### src/rtl/zxscr_pkg.sv
// Shared types and constants for the screen cell renderer.
`timescale 1ns / 1ps

package zxscr_pkg;

    localparam int STORE_DEPTH = 6912;
    localparam int STORE_AW    = 13;
    localparam int BYTE_W      = 8;
    localparam int CELL_PIXELS = 8;
    localparam int COLOR_W     = 4;

    localparam logic [STORE_AW-1:0] ATTR_BASE        = 13'd6144;
    localparam logic [7:0]          LAST_ROW         = 8'd191;
    localparam logic [4:0]          LAST_COL         = 5'd31;
    localparam logic [7:0]          FLASH_PERIOD_RST = 8'd12;

    typedef enum logic [1:0] {
        CMD_WRITE  = 2'd0,
        CMD_TICK   = 2'd1,
        CMD_RENDER = 2'd2
    } cmd_t;

endpackage

### src/rtl/zxscr_fmt.sv
// Expands a pixel byte and its attribute byte into eight colour indices.
`timescale 1ns / 1ps

module zxscr_fmt (
    input  logic [zxscr_pkg::BYTE_W-1:0]                       pix_byte,
    input  logic [zxscr_pkg::BYTE_W-1:0]                       attr_byte,
    input  logic                                               flash_mask,
    output logic [zxscr_pkg::CELL_PIXELS*zxscr_pkg::COLOR_W-1:0] pixels
);

    import zxscr_pkg::*;

    logic [BYTE_W-1:0]  bits;
    logic [COLOR_W-1:0] ink;
    logic [COLOR_W-1:0] paper;

    assign bits  = pix_byte ^ {BYTE_W{attr_byte[7] & flash_mask}};
    assign ink   = {attr_byte[6], attr_byte[2:0]};
    assign paper = {attr_byte[6], attr_byte[5:3]};

    always_comb begin
        for (int i = 0; i < CELL_PIXELS; i++) begin
            pixels[i*COLOR_W +: COLOR_W] = bits[CELL_PIXELS-1-i] ? ink : paper;
        end
    end

endmodule

### config.mk
export PLATFORM = sky130hd
export DESIGN_NAME = zxscr_fmt
export DESIGN_NICKNAME = d
export VERILOG_FILES = /design/src/rtl/zxscr_pkg.sv /design/src/rtl/zxscr_fmt.sv
export SDC_FILE = /design/constraint.sdc
export NUM_CORES = 1
export LEC_CHECK = 0
export BUFFER_PORTS_ARGS = -buffer_cell sky130_fd_sc_hd__buf_2
export CORE_AREA = 2 2 39 41
export DETAILED_ROUTE_END_ITERATION = 16
export DIE_AREA = 0 0 41 43
export GPL_TIMING_DRIVEN = 0
export PLACE_DENSITY_LB_ADDON = 0.05
export SETUP_SLACK_MARGIN = 0.05
export SLEW_MARGIN = 10
export SYNTH_ARGS = -nofsm -noshare
export SYNTH_HDL_FRONTEND = slang
export SYNTH_SLANG_ARGS = --single-unit
### constraint.sdc
create_clock -name vclk -period 0.8
set_input_delay 0 -clock vclk [all_inputs]
set_output_delay 0 -clock vclk [all_outputs]
set_load 0.05 [all_outputs]
==> flow_summary_export.csv <==
group,metric,value,unit
routing,vias,492,
power,p_sw_share,58.1,%
final_layout,final_common_cell,"mux2_4",
power,powerDensity,1270,nW/um^2
sta,rsz0062_at_grt,"true",
synthesis,seq_area_frac_synth,0,%
sta,worstMarginPinSlew,0.254,ns
synthesis,netlist_area,412,um^2
synthesis,synth_xor_area_share,17.0,%
floorplanning,io_pins,49,
floorplanning,core,1380,um^2
synthesis,synth_cells,41,
synthesis,synth_top_area_share,60.2,%
final_layout,final_cell_mix,"mux2_4 (24), buf_2 (22), buf_6 (22)",
synthesis,yosys.area.top_type,"mux2_2",
job,cap_violations,0,
synthesis,synth_cell_type_count,5,
final_layout,nFillCells,86,
routing,drt_pass1_iterations,2,
critical_path,critical_path_class,"in -> out",
sta,fin_crit,1.02,ns
synthesis,synth.avg_cell_area,10.0,um^2
synthesis,synthSimpleGateAreaFrac,2.74,%
critical_path,cp-start-kind,"primary input",
floorplanning,start_util,29.7,%
routing,first_iter_violations,2,
power,power_frac_comb,100.0,%
synthesis,synthAdderAreaFrac,0,%
placed_design,dp_slack,-0.313,ns
critical_path,cp_max_fo,8,
synthesis,yosysWarnings,0,
final_layout,nFlopsAndLatches,0,
routing,drc,0,
outcome,violations,"negative setup slack",
final_layout,nNetsFinal,108,
synthesis,synth_area_leaders,"mux2_2 (60%), xor2_1 (17%), buf_4 (15%), mux2_1 (5.5%), nand2_4 (2.7%)",
final_layout,post-route-util,79.4,%
routing,drt-total-wl,1340,um
sta,slew_headroom,83.2,%
power,vdd_drop_max,0.000736,V
routing,avgRoutedWirePerCell,12.7,um
critical_path,worstSetupEndpointType,"primary output",
synthesis,synth_mux_area_share,65.7,%
sta,max_freq,0.983,GHz
floorplanning,die_w,41,um
critical_path,cp.arrival,1.02,ns
global_routing,antenna_found_initial,0,
routing,ant_nets,0,
placed_design,routabilityCongestion,0.653,
synthesis,synthesis.nets,58,
power,seq_power_share,0,%
final_layout,diodes,0,
critical_path,cp.required,0.80,ns
power,power_report.internal_total,0.584,mW
final_layout,layout.area.seq,0,um^2
floorplanning,die_h,43,um
sta,period_share,127,%
sta,setup_ws,-0.217,ns
floorplanning,fp.dieArea,1760,um^2
synthesis,synth_top_family_by_area,"multiplexers",
power,clkPwrFrac,0,%
floorplanning,std_cell_rows,14,
global_routing,grt_overflow,0,
synthesis,synth_compound_area_share,0,%
power,switchingPower,0.811,mW
outcome,outcome,"finished with violations",
global_routing,grt_pass1_wl,2030,um
routing,viasPerCell,4.69,
min_path,min_path_type,"in -> out",
final_layout,multiInputGateArea,601,um^2
global_routing,grt_usage,15.7,%
global_routing,grt_pass1_vias,457,
sta,setup_viol,24,
placed_design,port_buffers,48,
sta,finalHoldViolations,0,
power,power.leakage,0.544,nW
global_routing,grt_max_degree,9,
final_layout,clockBufferCount,0,
final_layout,area_growth,167,%
final_layout,drive_gt1_share,100,%
sta,final_max_slew_viol_count,0,
final timing paths:
kind,from,endpoint,slack [ns],cells past startpoint
worst max-delay path,attr_byte[7],pixels[13],-0.22,5
worst min-delay path,attr_byte[6],pixels[3],0.30,2
repair_timing:
item | CTS | global route
pin swaps | 9 | 9
gates resized for setup | 54 | 2
setup endpoints to repair | 24 | 24
hold buffers | 0 | 0
setup buffers | 0 | 0
cells by family (layout without fill, tap and decap cells):
family        count (synthesis)  count (layout)
buf+inv                       8              56
mux                          24              24
xor+xnor                      8               8
simple gates                  1               1
stage by stage:
| stage | setup TNS, ns | hold slack (ns) | area, um^2 | std cells | total power, mW |
|---|---|---|---|---|---|
| 6_report | -4.97 | 0.302 | 1100 | 105 | 1.40 |
| 5_1_grt | -5.76 | 0.307 | 1100 | 105 | 1.45 |
| 4_1_cts | -5.73 | 0.302 | 1090 | 105 | 1.39 |
| 3_5_place_dp | -7.20 | 0.302 | 921 | 105 | 1.19 |
| 3_3_place_gp | -6.96 | 0.302 | 921 | 105 | 1.18 |
| 2_1_floorplan | 0 | 0.167 | 661 | 41 | 0.959 |
power by group through the flow:
stage          clock (mW)  combinational [mW]  sequential [mW]
3_5_place_dp            0                1.19                0
2_1_floorplan           0               0.959                0
3_3_place_gp            0                1.18                0
6_report                0                1.40                0
4_1_cts                 0                1.39                0
5_1_grt                 0                1.45                0
layer usage:
metal	vias up	track usage [%]	wire length [um]
met5	-	0	0
met3	0	0	121
met2	31	29.1	719
met4	0	0	0
met1	224	20.3	496
li1	237	-	-
layout make-up:
cell class | count | area share [%]
buffer | 8 | 5.47
multi-input combinational | 33 | 54.7
tap | 16 | 1.82
timing repair buffer | 48 | 38.0
cells in the mapped netlist:
master	count
nand2_4	1
mux2_1	2
xor2_1	8
buf_4	8
mux2_2	22
critical path, stage by stage:
cell and delay, ns:
buf_8 0.10, nand2_8 0.19, xor2_4 0.23, mux2_4 0.33
buf_8 0.15
No activity file was read; power rests on OpenSTA's default activity.
